**src/sv/gte_pkg.sv**
```systemverilog
// Shared types and constants of the graph traversal engine.
// Holds the operation codes, controller states and the command/status bundles.
// No dependencies; every other file but gte_ram imports this package.
`default_nettype none

package gte_pkg;

  localparam int MAX_VERTICES_DEF = 32;
  localparam int VERTEX_W         = 5;
  localparam int OP_W             = 2;
  localparam int COUNT_W          = 6;
  localparam int IN_TDATA_W       = 16;
  localparam int OUT_TDATA_W      = 8;

  localparam logic [COUNT_W-1:0] COUNT_RST = COUNT_W'(32);

  typedef enum logic [OP_W-1:0] {
    OP_ADD_EDGE = 2'd0,
    OP_DFS      = 2'd1,
    OP_BFS      = 2'd2,
    OP_CLEAR    = 2'd3
  } op_t;

  typedef enum logic [3:0] {
    ST_IDLE,
    ST_DECODE,
    ST_ADD_RD_A,
    ST_ADD_WR_A,
    ST_ADD_RD_B,
    ST_ADD_WR_B,
    ST_DFS_INIT,
    ST_DFS_ROW,
    ST_DFS_POP,
    ST_BFS_INIT,
    ST_BFS_DEQ,
    ST_BFS_VTX,
    ST_BFS_SCAN,
    ST_FLUSH
  } state_t;

  // Controller to datapath
  typedef struct packed {
    logic load;        // latch the accepted request
    logic clear_rows;  // drop every adjacency row
    logic rd_row_a;
    logic wr_row_a;
    logic rd_row_b;
    logic wr_row_b;
    logic dfs_init;
    logic dfs_push;
    logic dfs_pop;
    logic rd_row_top;
    logic bfs_init;
    logic bfs_deq;
    logic bfs_emit;
    logic bfs_enq;
    logic flush;       // send the held vertex as the final one
  } cmd_t;

  // Datapath to controller
  typedef struct packed {
    op_t  op;
    logic a_ok;
    logic b_ok;
    logic cand_any;
    logic sp_one;
    logic q_empty;
    logic slot_free;
    logic emit_ok;
  } sts_t;

endpackage

`default_nettype wire

```
**src/sv/gte_ram.sv**
```systemverilog
// Generic single-write, single-read RAM with registered read data.
// Standalone; used for the adjacency rows, the walk stack and the walk queue.
`default_nettype none

module gte_ram #(
  parameter int WIDTH = 8,
  parameter int DEPTH = 32,
  localparam int AW = (DEPTH > 1) ? $clog2(DEPTH) : 1
) (
  input  logic             clk,
  input  logic             wr_en,
  input  logic [AW-1:0]    wr_addr,
  input  logic [WIDTH-1:0] wr_data,
  input  logic             rd_en,
  input  logic [AW-1:0]    rd_addr,
  output logic [WIDTH-1:0] rd_data
);

  logic [WIDTH-1:0] mem_r [DEPTH];
  logic [WIDTH-1:0] rd_data_r;

  always_ff @(posedge clk) begin
    if (wr_en) begin
      mem_r[wr_addr] <= wr_data;
    end
    if (rd_en) begin
      rd_data_r <= mem_r[rd_addr];
    end
  end

  assign rd_data = rd_data_r;

endmodule

`default_nettype wire

```
**src/sv/gte_ctrl.sv**
```systemverilog
// Sequencing state machine of the graph traversal engine.
// Depends on gte_pkg; drives gte_dp through cmd_t and reads sts_t.
`default_nettype none

module gte_ctrl (
  input  logic          clk,
  input  logic          rst_n,
  input  logic          in_tvalid,
  output logic          in_tready,
  output gte_pkg::cmd_t cmd,
  input  gte_pkg::sts_t sts
);

  import gte_pkg::*;

  state_t state_r;
  state_t state_nxt;

  always_ff @(posedge clk) begin
    if (!rst_n) begin
      state_r <= ST_IDLE;
    end else begin
      state_r <= state_nxt;
    end
  end

  always_comb begin
    state_nxt = state_r;
    case (state_r)
      ST_IDLE: begin
        if (in_tvalid) state_nxt = ST_DECODE;
      end
      ST_DECODE: begin
        if (sts.op == OP_CLEAR || !sts.a_ok) begin
          state_nxt = ST_IDLE;
        end else begin
          case (sts.op)
            OP_ADD_EDGE: state_nxt = sts.b_ok ? ST_ADD_RD_A : ST_IDLE;
            OP_DFS:      state_nxt = ST_DFS_INIT;
            OP_BFS:      state_nxt = ST_BFS_INIT;
            default:     state_nxt = ST_IDLE;
          endcase
        end
      end
      ST_ADD_RD_A: state_nxt = ST_ADD_WR_A;
      ST_ADD_WR_A: state_nxt = ST_ADD_RD_B;
      ST_ADD_RD_B: state_nxt = ST_ADD_WR_B;
      ST_ADD_WR_B: state_nxt = ST_IDLE;
      ST_DFS_INIT: state_nxt = ST_DFS_ROW;
      ST_DFS_ROW: begin
        if (!sts.cand_any) state_nxt = sts.sp_one ? ST_FLUSH : ST_DFS_POP;
      end
      ST_DFS_POP:  state_nxt = ST_DFS_ROW;
      ST_BFS_INIT: state_nxt = ST_BFS_DEQ;
      ST_BFS_DEQ:  state_nxt = sts.q_empty ? ST_FLUSH : ST_BFS_VTX;
      ST_BFS_VTX: begin
        if (sts.emit_ok) state_nxt = ST_BFS_SCAN;
      end
      ST_BFS_SCAN: begin
        if (!sts.cand_any) state_nxt = ST_BFS_DEQ;
      end
      ST_FLUSH: begin
        if (sts.slot_free) state_nxt = ST_IDLE;
      end
      default: state_nxt = ST_IDLE;
    endcase
  end

  always_comb begin
    cmd       = '0;
    in_tready = (state_r == ST_IDLE);
    case (state_r)
      ST_IDLE:     cmd.load = in_tvalid;
      ST_DECODE:   cmd.clear_rows = (sts.op == OP_CLEAR);
      ST_ADD_RD_A: cmd.rd_row_a = 1'b1;
      ST_ADD_WR_A: cmd.wr_row_a = 1'b1;
      ST_ADD_RD_B: cmd.rd_row_b = 1'b1;
      ST_ADD_WR_B: cmd.wr_row_b = 1'b1;
      ST_DFS_INIT: cmd.dfs_init = 1'b1;
      ST_DFS_ROW: begin
        cmd.dfs_push = sts.cand_any & sts.emit_ok;
        cmd.dfs_pop  = ~sts.cand_any;
      end
      ST_DFS_POP:  cmd.rd_row_top = 1'b1;
      ST_BFS_INIT: cmd.bfs_init = 1'b1;
      ST_BFS_DEQ:  cmd.bfs_deq = ~sts.q_empty;
      ST_BFS_VTX:  cmd.bfs_emit = sts.emit_ok;
      ST_BFS_SCAN: cmd.bfs_enq = sts.cand_any;
      ST_FLUSH:    cmd.flush = sts.slot_free;
      default:     cmd = '0;
    endcase
  end

endmodule

`default_nettype wire

```
**src/sv/gte_dp.sv**
```systemverilog
// Datapath of the graph traversal engine: adjacency rows, visited bits,
// walk stack and queue, neighbour pick and output register.
// Depends on gte_pkg and gte_ram; steered by gte_ctrl.
`default_nettype none

module gte_dp #(
  parameter int MAX_V = gte_pkg::MAX_VERTICES_DEF
) (
  input  logic                          clk,
  input  logic                          rst_n,
  input  logic                          cfg_wr_en,
  input  logic [gte_pkg::COUNT_W-1:0]   cfg_wr_data,
  input  logic [gte_pkg::OP_W-1:0]      in_op,
  input  logic [gte_pkg::VERTEX_W-1:0]  in_a,
  input  logic [gte_pkg::VERTEX_W-1:0]  in_b,
  input  gte_pkg::cmd_t                 cmd,
  output gte_pkg::sts_t                 sts,
  output logic                          out_valid,
  input  logic                          out_ready,
  output logic [gte_pkg::VERTEX_W-1:0]  out_vertex,
  output logic                          out_last
);

  import gte_pkg::*;

  localparam int VW   = (MAX_V > 1) ? $clog2(MAX_V) : 1;
  localparam int NW   = $clog2(MAX_V + 1);
  localparam int CMPW = (NW > COUNT_W) ? NW : COUNT_W;
  localparam int PW   = VW + 1;

  logic [COUNT_W-1:0] vc_r;
  logic [NW-1:0]      n_eff;
  logic [NW-1:0]      n_r;
  op_t                op_r;
  logic [VW-1:0]      a_r, b_r;
  logic               a_ok_r, b_ok_r;

  logic [MAX_V-1:0]   row_vld_r;
  logic               rd_vld_r;
  logic [MAX_V-1:0]   visited_r;
  logic [PW-1:0]      sp_r, head_r, tail_r;
  logic [PW-1:0]      stk_rd_ptr;

  logic [VW-1:0]      pend_r;
  logic               pend_vld_r;
  logic               out_vld_r;
  logic [VERTEX_W-1:0] out_vtx_r;
  logic               out_last_r;

  logic [MAX_V-1:0]   row_rdata, row, live, cand;
  logic [MAX_V-1:0]   a_hot, b_hot, j_hot;
  logic [VW-1:0]      j_sel;
  logic               row_rd_en, row_wr_en;
  logic [VW-1:0]      row_rd_addr, row_wr_addr;
  logic [MAX_V-1:0]   row_wr_data;
  logic [VW-1:0]      stk_rdata, q_rdata;
  logic               emit_en, slot_free, out_load;
  logic [VW-1:0]      emit_vtx;

  // Clamp the configured count to the capacity
  assign n_eff = (CMPW'(vc_r) > CMPW'(MAX_V)) ? NW'(MAX_V) : NW'(vc_r);

  always_ff @(posedge clk) begin
    if (!rst_n) begin
      vc_r <= COUNT_RST;
    end else if (cfg_wr_en) begin
      vc_r <= cfg_wr_data;
    end
  end

  always_ff @(posedge clk) begin
    if (cmd.load) begin
      op_r   <= op_t'(in_op);
      a_r    <= VW'(in_a);
      b_r    <= VW'(in_b);
      a_ok_r <= (CMPW'(in_a) < CMPW'(n_eff));
      b_ok_r <= (CMPW'(in_b) < CMPW'(n_eff));
      n_r    <= n_eff;
    end
  end

  for (genvar gj = 0; gj < MAX_V; gj++) begin : g_live
    assign live[gj] = (CMPW'(gj) < CMPW'(n_r));
  end

  assign a_hot = MAX_V'(1) << a_r;
  assign b_hot = MAX_V'(1) << b_r;
  assign row   = rd_vld_r ? row_rdata : '0;
  assign cand  = row & live & ~visited_r;

  // Lowest unvisited neighbour
  always_comb begin
    j_sel = '0;
    for (int i = MAX_V - 1; i >= 0; i--) begin
      if (cand[i]) j_sel = VW'(i);
    end
  end
  assign j_hot = MAX_V'(1) << j_sel;

  // Adjacency row port steering
  always_comb begin
    row_rd_en = cmd.rd_row_a | cmd.rd_row_b | cmd.dfs_init | cmd.dfs_push |
                cmd.rd_row_top | cmd.bfs_emit;
    if (cmd.rd_row_b) begin
      row_rd_addr = b_r;
    end else if (cmd.dfs_push) begin
      row_rd_addr = j_sel;
    end else if (cmd.rd_row_top) begin
      row_rd_addr = stk_rdata;
    end else if (cmd.bfs_emit) begin
      row_rd_addr = q_rdata;
    end else begin
      row_rd_addr = a_r;
    end
    row_wr_en   = cmd.wr_row_a | cmd.wr_row_b;
    row_wr_addr = cmd.wr_row_b ? b_r : a_r;
    row_wr_data = row | (cmd.wr_row_b ? a_hot : b_hot);
  end

  gte_ram #(.WIDTH(MAX_V), .DEPTH(MAX_V)) u_rows (
    .clk     (clk),
    .wr_en   (row_wr_en),
    .wr_addr (row_wr_addr),
    .wr_data (row_wr_data),
    .rd_en   (row_rd_en),
    .rd_addr (row_rd_addr),
    .rd_data (row_rdata)
  );

  // A row that is not valid reads as empty
  always_ff @(posedge clk) begin
    if (!rst_n || cmd.clear_rows) begin
      row_vld_r <= '0;
    end else if (row_wr_en) begin
      row_vld_r[row_wr_addr] <= 1'b1;
    end
  end

  always_ff @(posedge clk) begin
    if (!rst_n) begin
      rd_vld_r <= 1'b0;
    end else if (row_rd_en) begin
      rd_vld_r <= row_vld_r[row_rd_addr];
    end
  end

  always_ff @(posedge clk) begin
    if (!rst_n) begin
      visited_r <= '0;
    end else if (cmd.dfs_init || cmd.bfs_init) begin
      visited_r <= a_hot;
    end else if (cmd.dfs_push || cmd.bfs_enq) begin
      visited_r <= visited_r | j_hot;
    end
  end

  // Stack and queue pointers
  always_ff @(posedge clk) begin
    if (!rst_n) begin
      sp_r   <= '0;
      head_r <= '0;
      tail_r <= '0;
    end else begin
      if (cmd.dfs_init) begin
        sp_r <= PW'(1);
      end else if (cmd.dfs_push) begin
        sp_r <= sp_r + PW'(1);
      end else if (cmd.dfs_pop) begin
        sp_r <= sp_r - PW'(1);
      end
      if (cmd.bfs_init) begin
        head_r <= '0;
        tail_r <= PW'(1);
      end else begin
        if (cmd.bfs_deq) head_r <= head_r + PW'(1);
        if (cmd.bfs_enq) tail_r <= tail_r + PW'(1);
      end
    end
  end

  assign stk_rd_ptr = sp_r - PW'(2);

  gte_ram #(.WIDTH(VW), .DEPTH(MAX_V)) u_stack (
    .clk     (clk),
    .wr_en   (cmd.dfs_init | cmd.dfs_push),
    .wr_addr (cmd.dfs_push ? sp_r[VW-1:0] : VW'(0)),
    .wr_data (cmd.dfs_push ? j_sel : a_r),
    .rd_en   (cmd.dfs_pop),
    .rd_addr (stk_rd_ptr[VW-1:0]),
    .rd_data (stk_rdata)
  );

  gte_ram #(.WIDTH(VW), .DEPTH(MAX_V)) u_queue (
    .clk     (clk),
    .wr_en   (cmd.bfs_init | cmd.bfs_enq),
    .wr_addr (cmd.bfs_enq ? tail_r[VW-1:0] : VW'(0)),
    .wr_data (cmd.bfs_enq ? j_sel : a_r),
    .rd_en   (cmd.bfs_deq),
    .rd_addr (head_r[VW-1:0]),
    .rd_data (q_rdata)
  );

  // Hold one vertex back so that the final one can carry last
  assign emit_en   = cmd.dfs_init | cmd.dfs_push | cmd.bfs_emit;
  assign emit_vtx  = cmd.dfs_push ? j_sel : (cmd.bfs_emit ? q_rdata : a_r);
  assign slot_free = ~out_vld_r | out_ready;
  assign out_load  = cmd.flush | (emit_en & pend_vld_r);

  always_ff @(posedge clk) begin
    if (!rst_n) begin
      out_vld_r  <= 1'b0;
      pend_vld_r <= 1'b0;
    end else begin
      if (out_load) begin
        out_vld_r <= 1'b1;
      end else if (out_ready) begin
        out_vld_r <= 1'b0;
      end
      if (emit_en) begin
        pend_vld_r <= 1'b1;
      end else if (cmd.flush) begin
        pend_vld_r <= 1'b0;
      end
    end
  end

  always_ff @(posedge clk) begin
    if (out_load) begin
      out_vtx_r  <= VERTEX_W'(pend_r);
      out_last_r <= cmd.flush;
    end
    if (emit_en) begin
      pend_r <= emit_vtx;
    end
  end

  assign out_valid  = out_vld_r;
  assign out_vertex = out_vtx_r;
  assign out_last   = out_last_r;

  always_comb begin
    sts           = '0;
    sts.op        = op_r;
    sts.a_ok      = a_ok_r;
    sts.b_ok      = b_ok_r;
    sts.cand_any  = |cand;
    sts.sp_one    = (sp_r == PW'(1));
    sts.q_empty   = (head_r == tail_r);
    sts.slot_free = slot_free;
    sts.emit_ok   = ~pend_vld_r | slot_free;
  end

endmodule

`default_nettype wire

```
**src/sv/graph_traversal_engine_core.sv**
```systemverilog
// Top level of the graph traversal engine.
// Depends on gte_pkg, gte_ctrl, gte_dp (and gte_ram through gte_dp).
//
//  Channel  | Direction | Handshake             | Payload
//  ---------+-----------+-----------------------+----------------------------------
//  in_      | slave     | in_tvalid / in_tready | tuser: operation; tdata: vertices
//  out_     | master    | out_tvalid/out_tready | tdata: visited_vertex; tlast: last
//  cfg_     | write     | cfg_wr_en             | cfg_wr_data: vertex_count
//
// One request at a time: in_tready is high only while the controller idles.
// Clear is done in the decode state; add edge reads and writes the row of
// vertex_a, then that of vertex_b. Every walk step first fetches one adjacency
// row through the single read port, and a depth-first step either pushes the
// next vertex or pops the stack.
// Reset (rst_n low, synchronous) empties the graph, drops any pending result
// and sets vertex_count to 32. A stalled out_tready freezes the walk at its
// next emission; the output register and one held-back vertex absorb the rest.
`default_nettype none

module graph_traversal_engine_core #(
  parameter int MAX_VERTICES = gte_pkg::MAX_VERTICES_DEF
) (
  input  logic                              clk,
  input  logic                              rst_n,
  // Configuration: vertex_count
  input  logic                              cfg_wr_en,
  input  logic [gte_pkg::COUNT_W-1:0]       cfg_wr_data,
  // Request channel
  input  logic                              in_tvalid,
  output logic                              in_tready,
  input  logic [gte_pkg::IN_TDATA_W-1:0]    in_tdata,  // [4:0] vertex_a, [9:5] vertex_b
  input  logic [gte_pkg::OP_W-1:0]          in_tuser,  // [1:0] operation
  // Result channel
  output logic                              out_tvalid,
  input  logic                              out_tready,
  output logic [gte_pkg::OUT_TDATA_W-1:0]   out_tdata, // [4:0] visited_vertex
  output logic                              out_tlast  // last vertex of the walk
);

  import gte_pkg::*;

  cmd_t                cmd;
  sts_t                sts;
  logic [VERTEX_W-1:0] out_vertex;

  // Sequencer: decodes the request and steps the walk
  gte_ctrl u_ctrl (
    .clk       (clk),
    .rst_n     (rst_n),
    .in_tvalid (in_tvalid),
    .in_tready (in_tready),
    .cmd       (cmd),
    .sts       (sts)
  );

  // Storage and the neighbour pick
  gte_dp #(.MAX_V(MAX_VERTICES)) u_dp (
    .clk         (clk),
    .rst_n       (rst_n),
    .cfg_wr_en   (cfg_wr_en),
    .cfg_wr_data (cfg_wr_data),
    .in_op       (in_tuser),
    .in_a        (in_tdata[VERTEX_W-1:0]),
    .in_b        (in_tdata[2*VERTEX_W-1:VERTEX_W]),
    .cmd         (cmd),
    .sts         (sts),
    .out_valid   (out_tvalid),
    .out_ready   (out_tready),
    .out_vertex  (out_vertex),
    .out_last    (out_tlast)
  );

  // Pad the vertex number to a whole byte
  assign out_tdata = OUT_TDATA_W'(out_vertex);

endmodule

`default_nettype wire

```
**config.mk**
```make
export PLATFORM = sky130hd
export DESIGN_NAME = graph_traversal_engine_core
export DESIGN_NICKNAME = d
export VERILOG_FILES = /design/src/sv/gte_pkg.sv /design/src/sv/gte_ram.sv /design/src/sv/gte_ctrl.sv /design/src/sv/gte_dp.sv /design/src/sv/graph_traversal_engine_core.sv
export SDC_FILE = /design/constraint.sdc
export NUM_CORES = 2
export LEC_CHECK = 0
export ABC_AREA = 1
export BUFFER_PORTS_ARGS = -buffer_cell sky130_fd_sc_hd__buf_2
export CORE_ASPECT_RATIO = 1.5
export CORE_MARGIN = 2
export CORE_UTILIZATION = 63
export DETAILED_ROUTE_END_ITERATION = 6
export GPL_TIMING_DRIVEN = 0
export HOLD_SLACK_MARGIN = 0.06
export PLACE_DENSITY = 0.89
export SYNTH_ARGS = -nofsm -noshare
export SYNTH_HDL_FRONTEND = slang
export SYNTH_SLANG_ARGS = --single-unit
```
**constraint.sdc**
```tcl
create_clock -name clk -period 5.7 [get_ports clk]
set_input_delay 0.285 -clock clk [delete_from_list [all_inputs] [get_ports clk]]
set_output_delay 0.285 -clock clk [all_outputs]
set_load 0.03 [all_outputs]
```
# ---- Word level (Yosys, flattened, before mapping)
# Memories as Yosys holds them, arrays and structs flattened. A register that Yosys moved wholly into a read port is not among the register bits.
# Cells that the tools add are included.
dict set report word_totals {
  out_inout_bits 11
  wordCells 229
  memories 3
  regBits 126
  mem_bits_rw 1344
}
# memory depth word_bits rd rd_ports_with_merged_regs write_ports line
set mem_list {}
lappend mem_list {u_dp.u_rows.mem_r 32 32 1 1 1 gte_ram.sv:19} ;# logic [WIDTH-1:0] mem_r [DEPTH];
lappend mem_list {u_dp.u_queue.mem_r 32 5 1 1 1 gte_ram.sv:19}
lappend mem_list {u_dp.u_stack.mem_r 32 5 1 1 1 gte_ram.sv:19}
dict set report classes {
  addsub 5
  eq_ne 23
  magnitude_cmp 38
  reduce_logical 20
  shift 3
  n_bitwise 25
  mux 91
}
# operator n
set ops {}
lappend ops {{$mux W5} 42}
lappend ops {{$mux W32} 4}
lappend ops {{$lt A5 B6 Y1 const A} 16}
lappend ops {{$or A32 B32 Y32} 3}
lappend ops {{$shl A1 B5 Y32 const A} 3}
lappend ops {{$and A32 B32 Y32} 2}
lappend ops {{$lt A4 B6 Y1 const A} 8}
lappend ops {{$pmux W4 S12} 1}
lappend ops {{$not A32 Y32} 1}
lappend ops {{$reduce_or A32 Y1} 1}
lappend ops {{$mux W1} 28}
lappend ops {{$eq A4 B4 Y1 const B} 6}
lappend ops {{$lt A3 B6 Y1 const A} 4}
lappend ops {{$mux W4} 6}
lappend ops {{$add A6 B1 Y6 const B} 3}
lappend ops {{$mux W6} 3}
lappend ops {{$eq A4 B3 Y1 const B} 4}
lappend ops {{$lt A1 B6 Y1 const A} 2}
lappend ops {{$lt A2 B6 Y1 const A} 2}
lappend ops {{$lt A5 B6 Y1} 2}
lappend ops {{$lt A5 B6 Y1 const B} 2}
lappend ops {{$or A1 B1 Y1} 12}
lappend ops {{$pmux W4 S3} 1}
lappend ops {{$reduce_bool A2 Y1} 5}
lappend ops {{26 further kinds} 44}

# ---- Longest topological paths before layout
dict set report logic_depth {
  depth_word 39
  ltp_mapped 48
  mapped_depth_nobuf 46
}

# ---- By module
# A second synthesis with hierarchy kept.
dict set report hier_totals {
  hier_cells 6087
  hier_area_um2 65013.6
}
# mod area_per_inst_um2 instances cells_per_inst
set by_module_without_submodules {}
lappend by_module_without_submodules {{gte_ram at u_dp.u_rows} 42726.0 1 3536}
lappend by_module_without_submodules {{gte_ram at u_dp.u_queue ...} 6846.6 2 595}
lappend by_module_without_submodules {gte_dp 8041.5 1 1254}
lappend by_module_without_submodules {gte_ctrl 526.8 1 103}
lappend by_module_without_submodules {graph_traversal_engine_core 26.3 1 4}

# ---- Worst setup path after synthesis
# No wires, ideal clock.
dict set report synth_path {
  kind {reg2reg}
  startpoint {register u_dp.n_r[5]}
  endpoint {memory u_dp.u_stack.mem_r[0][0] (netlist name), data pin}
  setup_slack_ps 1601
  setup_time_ps 454
  t_arrival_ps 3645
  period_less_slack_ps 4099
  path_buffers 2
  stages_incl_launch_ff 18
  required_time_ps 5246
  path_cell_list {edfxtp_1 > nor2_2 > inv_2 > nor2_1 > inv_2 > nor2_2 > inv_2 > o21ai_2 > nand2_1 > nor2_2 > nand2_1 > nor2_1 > nand2_1 > nand2_1 > nor2_2 > buf_2 > clkbuf_1 > o21ai_0}
}
dict set report synth_between {
  elab_chain_len 36
  word_cells_on_any_way 70
  classes_between {order compare (32); mux (34); bitwise (3); reduce/logical (1)}
}
# item line
set synth_rtl {}
lappend synth_rtl {{from (decl)} gte_dp.sv:33} ;# logic [NW-1:0] n_r;
lappend synth_rtl {{from (signal assigned)} gte_dp.sv:78} ;# n_r <= n_eff;
lappend synth_rtl {{$lt A5 B6 Y1} gte_dp.sv:83} ;# assign live[gj] = (CMPW'(gj) < CMPW'(n_r));
lappend synth_rtl {{$and A32 B32 Y32 * (2 in a row)} gte_dp.sv:89} ;# assign cand = row & live & ~visited_r;
lappend synth_rtl {{$mux W5 (32 in a row)} gte_dp.sv:95} ;# if (cand[i]) j_sel = VW'(i);
lappend synth_rtl {{$mux W5 *} gte_dp.sv:187} ;# .wr_data (cmd.dfs_push ? j_sel : a_r),
lappend synth_rtl {{named net u_dp.u_stack.wr_data[0]} gte_ram.sv:13} ;# input logic [WIDTH-1:0] wr_data,
lappend synth_rtl {{to (decl)} gte_ram.sv:19}
# Mark *: on every way through the listed nets, which the timed path passes. The rest lies on a longest branch.

# ---- Worst setup path after layout
dict set report layout_path {
  startpoint {register u_dp.rd_vld_r}
  endpoint {register u_dp.u_rows.rd_data_r[12], in the netlist u_dp.u_rows.rd_data[12], read port of u_dp.u_rows.mem_r, data pin}
}
dict set report layout_between {
  elab_chain_len 37
  word_cells_on_any_way 43
  classes_between {mux (36); bitwise (6); reduce/logical (1)}
}
# item line
set layout_rtl {}
lappend layout_rtl {{from (decl)} gte_dp.sv:39} ;# logic rd_vld_r;
lappend layout_rtl {{from (signal assigned)} gte_dp.sv:143} ;# rd_vld_r <= row_vld_r[row_rd_addr];
lappend layout_rtl {{$mux W32 *} gte_dp.sv:88} ;# assign row = rd_vld_r ? row_rdata : '0;
lappend layout_rtl {{$and A32 B32 Y32 * (2 in a row)} gte_dp.sv:89}
lappend layout_rtl {{$mux W5 (32 in a row)} gte_dp.sv:95}
lappend layout_rtl {{$mux W5} gte_dp.sv:106} ;# end else if (cmd.dfs_push) begin
lappend layout_rtl {{$mux W5} gte_dp.sv:104} ;# if (cmd.rd_row_b) begin
lappend layout_rtl {{to (decl)} gte_ram.sv:20} ;# logic [WIDTH-1:0] rd_data_r;
# Mark *: on every way between the ends. The rest lies on a longest branch, timed or not.
# A chain may end at the register's enable or synchronous reset.

==> impl_results.html <==
<table>
<tr><th>Metric</th><th>Value</th></tr>
<tr><th colspan="2">Outcome</th></tr>
<tr><td>Outcome</td><td>finished with violations</td></tr>
<tr><td>Violations in the final reports</td><td>DRC</td></tr>
<tr><th colspan="2">Min path</th></tr>
<tr><td>Hold WC Path Type</td><td>primary input to register</td></tr>
<tr><th colspan="2">Clock network</th></tr>
<tr><td>Max Buffers Root-to-Sink</td><td>3</td></tr>
<tr><td>Worst skew pair latency</td><td>0.78 ns</td></tr>
<tr><td>CTS tree</td><td>built</td></tr>
<tr><td>Number of buffers created by CTS</td><td>131</td></tr>
<tr><td>CTS HTree Levels</td><td>4</td></tr>
<tr><td>Number of clock sinks</td><td>1,512</td></tr>
<tr><td>Worst-path clk slew</td><td>0.07 ns</td></tr>
<tr><td>Cell at the root of the clock tree</td><td>clkbuf_16</td></tr>
<tr><th colspan="2">Setup path</th></tr>
<tr><td>Largest stage delay, worst path</td><td>0.40 ns</td></tr>
<tr><td>Critical path capture point</td><td>u_dp.u_rows.rd_data[12]</td></tr>
<tr><td>Setup slack, reg-to-reg</td><td>0.11 ns</td></tr>
<tr><td>Total buffers and inverters traversed by the critical path</td><td>7</td></tr>
<tr><td>Setup CP Type</td><td>register to register</td></tr>
<tr><td>Peak fanout along the critical path</td><td>10</td></tr>
<tr><td>Kind of cell adding the most delay to the critical path</td><td>simple AND/OR/NAND/NOR gates</td></tr>
<tr><td>Crit Reg-Reg Endpoint</td><td>u_dp.u_rows.rd_data[12]</td></tr>
<tr><td>CP required</td><td>6.31 ns</td></tr>
<tr><td>Number of gates on the worst path with buffers counted</td><td>27</td></tr>
<tr><td>CP most frequent cell</td><td>nand2_1</td></tr>
<tr><td>Worst-path cell with the longest stage delay</td><td>nor3_2</td></tr>
<tr><td>Critical R2R Launch</td><td>u_dp.rd_vld_r</td></tr>
<tr><td>Timing startpoint of the critical path</td><td>u_dp.rd_vld_r</td></tr>
<tr><td>Arrival time reported for the critical path endpoint</td><td>6.20 ns</td></tr>
<tr><td>CP Launch Type</td><td>register</td></tr>
<tr><td>Path depth of the worst reg2reg path</td><td>27</td></tr>
<tr><td>Capturing element type of the critical path</td><td>register</td></tr>
<tr><th colspan="2">Yosys</th></tr>
<tr><td>Dominant cells by area after synthesis</td><td>edfxtp_1, o211ai_1, nor2_1, o21ai_0, nand2_1</td></tr>
<tr><td>Instance count of the mapped netlist</td><td>5,237</td></tr>
<tr><td>Number of enable-type register cells in the synthesized netlist</td><td>1,417</td></tr>
<tr><td>Number of warning messages in the yosys log</td><td>0</td></tr>
<tr><td>Number of distinct standard cells referenced by the synthesized netlist</td><td>59</td></tr>
<tr><td>Synth Area per Inst</td><td>12.1 um2</td></tr>
<tr><td>Seq cells post-synth</td><td>1,512</td></tr>
<tr><td>Share of the synthesized area in the top cell type</td><td>67.0%</td></tr>
<tr><td>Fraction of synthesis flops using an asynchronous set or reset pin</td><td>0%</td></tr>
<tr><td>Synthesized cell area</td><td>0.0635 mm2</td></tr>
<tr><td>Register area share after synthesis</td><td>70.0%</td></tr>
<tr><td>Largest area contributor in the netlist</td><td>edfxtp_1</td></tr>
<tr><td>Primary flip-flop cell chosen by synthesis mapping</td><td>edfxtp_1</td></tr>
<tr><th colspan="2">Placement</th></tr>
<tr><td>Final HPWL DP</td><td>138 mm</td></tr>
<tr><td>Placement Setup Slack</td><td>-1.07 ns</td></tr>
<tr><td>Input/output buffers</td><td>30</td></tr>
<tr><td>RD Place Congestion</td><td>1.17</td></tr>
<tr><th colspan="2">STA</th></tr>
<tr><td>Tightest slew margin relative to the limit</td><td>13.3%</td></tr>
<tr><td>Final Skew</td><td>0.0369 ns</td></tr>
<tr><td>Final-report hold violation count</td><td>0</td></tr>
<tr><td>Slew Limit Fails</td><td>0</td></tr>
<tr><td>Hold WS</td><td>0.268 ns</td></tr>
<tr><td>Final setup margin</td><td>0.113 ns</td></tr>
<tr><td>Final setup vio count</td><td>0</td></tr>
<tr><td>Final Cycle Share</td><td>98.0%</td></tr>
<tr><td>Slew @ Worst Pin</td><td>1.30 ns</td></tr>
<tr><td>Final period demand of the worst path</td><td>5.59 ns</td></tr>
<tr><td>Highest attainable clock frequency</td><td>179 MHz</td></tr>
<tr><th colspan="2">Drt</th></tr>
<tr><td>DRC violation count after routing</td><td>8</td></tr>
<tr><td>Vias</td><td>46,900</td></tr>
<tr><td>First DRT Iteration DRCs</td><td>8,118</td></tr>
<tr><td>Remaining antenna violation count after routing</td><td>0</td></tr>
<tr><td>Sum of routed wire length over all layers</td><td>204 mm</td></tr>
<tr><td>Via count normalized by instance count</td><td>6.80</td></tr>
<tr><td>Wire per inst</td><td>29.6 um</td></tr>
<tr><td>Number of iterations in the first detailed-routing pass</td><td>7</td></tr>
<tr><th colspan="2">Cells and area</th></tr>
<tr><td>Most frequent cells in the layout</td><td>edfxtp_1, nor2_1, nand2_1</td></tr>
<tr><td>Number of nets in the final layout</td><td>5,536</td></tr>
<tr><td>Synth-to-layout area growth</td><td>13.0%</td></tr>
<tr><td>Share of layout cells above drive strength 1</td><td>10.8%</td></tr>
<tr><td>Most common cell after layout, fill and taps aside</td><td>edfxtp_1</td></tr>
<tr><th colspan="2">Floorplanning</th></tr>
<tr><td>Die width</td><td>263 um</td></tr>
<tr><td>Standard-cell rows</td><td>142</td></tr>
<tr><td>Number of top-level design ports</td><td>40</td></tr>
<tr><td>DIE AREA</td><td>0.103 mm2</td></tr>
<tr><td>Initial cell density of the core</td><td>63.6%</td></tr>
<tr><td>Core region area</td><td>0.0999 mm2</td></tr>
<tr><td>Die extent in y</td><td>393 um</td></tr>
<tr><th colspan="2">Pwr</th></tr>
<tr><td>Reg power frac</td><td>34.0%</td></tr>
<tr><td>Sw Share</td><td>42.7%</td></tr>
<tr><td>Largest vdd supply drop</td><td>0.000331 V</td></tr>
<tr><td>P per Cell Area</td><td>558 mW/mm2</td></tr>
<tr><td>Switching power total</td><td>17,100 uW</td></tr>
<tr><td>Leak Pwr</td><td>0.0241 uW</td></tr>
<tr><td>Gate power share</td><td>42.8%</td></tr>
<tr><td>Design internal power</td><td>23,000 uW</td></tr>
<tr><td>Part of the total power dissipated in the clock network</td><td>23.2%</td></tr>
<tr><th colspan="2">GRT</th></tr>
<tr><td>Pin count of the biggest net entering global routing</td><td>35</td></tr>
<tr><td>Vias in the first global route</td><td>46,200</td></tr>
<tr><td>Antenna violations before repair</td><td>4</td></tr>
<tr><td>Global-route wire length before repair</td><td>293 mm</td></tr>
<tr><td>Final global-route overflow total</td><td>0</td></tr>
<tr><td>GRT Total Usage</td><td>39.3%</td></tr>
<tr><th colspan="2">Run</th></tr>
<tr><td># Max-Cap Violations</td><td>0</td></tr>
</table>
[metrics by stage]
step	power, uW	cells	util (%)	area (um2)	setup TNS (ns)
after floorplan	22800	5239	-	63500	0
after global placement	28700	6565	65.4	65300	-323.71
after detailed placement	29500	6616	66.9	66800	-30.58
after CTS	38800	6889	71.7	71600	0
after global routing	40900	6894	71.9	71800	-0.0280
final	40100	6895	71.9	71800	0
[worst min path at each step]
stage / from / to / slack [ns] / depth (start not counted)
after floorplan: in_tdata[0] / u_dp.a_r[0] / 0.38 / 0
after global placement: u_dp.pend_r[3] / u_dp.out_vertex[3] / 0.40 / 0
after detailed placement: u_dp.pend_r[1] / u_dp.out_vertex[1] / 0.40 / 0
after CTS: in_tdata[1] / u_dp.a_r[1] / 0.23 / 2
after global routing: in_tdata[1] / u_dp.a_r[1] / 0.27 / 2
final: in_tdata[1] / u_dp.a_r[1] / 0.27 / 2
[layer usage]
metal / wire length [um] / up-vias / global-route usage [%]
met3: 24200 / 1125 / 9.55
met2: 98400 / 4033 / 65.9
met5: 18 / - / 0
li1: - / 19700 / -
met4: 21800 / 2 / 34.9
met1: 59900 / 22000 / 41.6
[worst register-to-register path, delay by kind of cell, from the launching register on]
| family | cells | cell delay (ns) |
|---|---|---|
| simple gates | 13 | 2.34 |
| buf+inv | 7 | 1.45 |
| compound gates | 7 | 1.36 |
| flops | 1 | 0.32 |
[final cells by class]
cell class | count | area [um2]
repair buffers | 120 | 1640
plain buffers | 336 | 1740
inverters | 251 | 950
clock buffers | 173 | 3600
flip-flops and latches | 1512 | 44500
clock inverters | 67 | 840
multi-input cells | 3139 | 16900
diodes | 1 | 2.50
fillers | 5955 | 28100
well taps | 1296 | 1620
[cells by family (layout without fill, tap and decap cells)]
family / Yosys count / in the layout / synth area share [%]
compound gates: 1291 / 1291 / 13.0
flops: 1512 / 1512 / 70.0
xor+xnor: 5 / 5 / 0.0689
fa+ha+maj: 16 / 16 / 0.315
simple gates: 1824 / 1824 / 12.5
other cells: 1 / 4 / 0.00590
buf+inv: 588 / 947 / 4.17
[cell usage after synthesis (5+ instances only)]
master,n
a21oi_1,57
a311oi_1,5
a31oi_1,16
buf_1,17
buf_2,98
buf_4,30
buf_6,27
clkbuf_1,165
clkinv_1,7
dfxtp_1,95
edfxtp_1,1417
ha_1,16
inv_1,229
inv_2,13
nand2_1,516
nand3_1,286
nand3b_1,12
nand4_1,16
nor2_1,724
nor2_2,7
nor3_1,48
nor4_1,9
o211ai_1,479
o211ai_2,17
o21ai_0,511
o21ai_1,71
o21bai_1,32
o221ai_1,51
o22ai_1,32
or2_0,180
or2_1,12
[registers in the layout, summed over array words and instances, names as in the netlist, 6 cells and up]
name / flops
u_dp.row_vld_r: 32
u_dp.u_rows.mem_r: 1024
u_dp.u_stack.mem_r: 160
u_dp.u_queue.mem_r: 160
u_dp.sp_r: 6
u_dp.u_rows.rd_data: 32
u_dp.visited_r: 32
u_dp.tail_r: 6
u_dp.head_r: 6
u_dp.vc_r: 6
u_dp.n_r: 6
[repair_timing]
item	in CTS	in global routing
hold endpoints to repair	27	0
hold buffers	33	0
resized for setup	13	55
buffers inserted	1	5
cloned	0	0
pin swaps	1	2
endpoints found under the setup margin	33	75
[power groups by stage]
| stage | registers (uW) | clock network, uW | logic, uW |
|---|---|---|---|
| global route | 13600 | 9660 | 17600 |
| detailed placement | 13900 | 0 | 15600 |
| global placement | 13900 | 0 | 14700 |
| CTS | 13600 | 9240 | 15900 |
| finish | 13600 | 9290 | 17100 |
| floorplan | 13800 | 0 | 9010 |
Power figures use the tool's default switching activity.
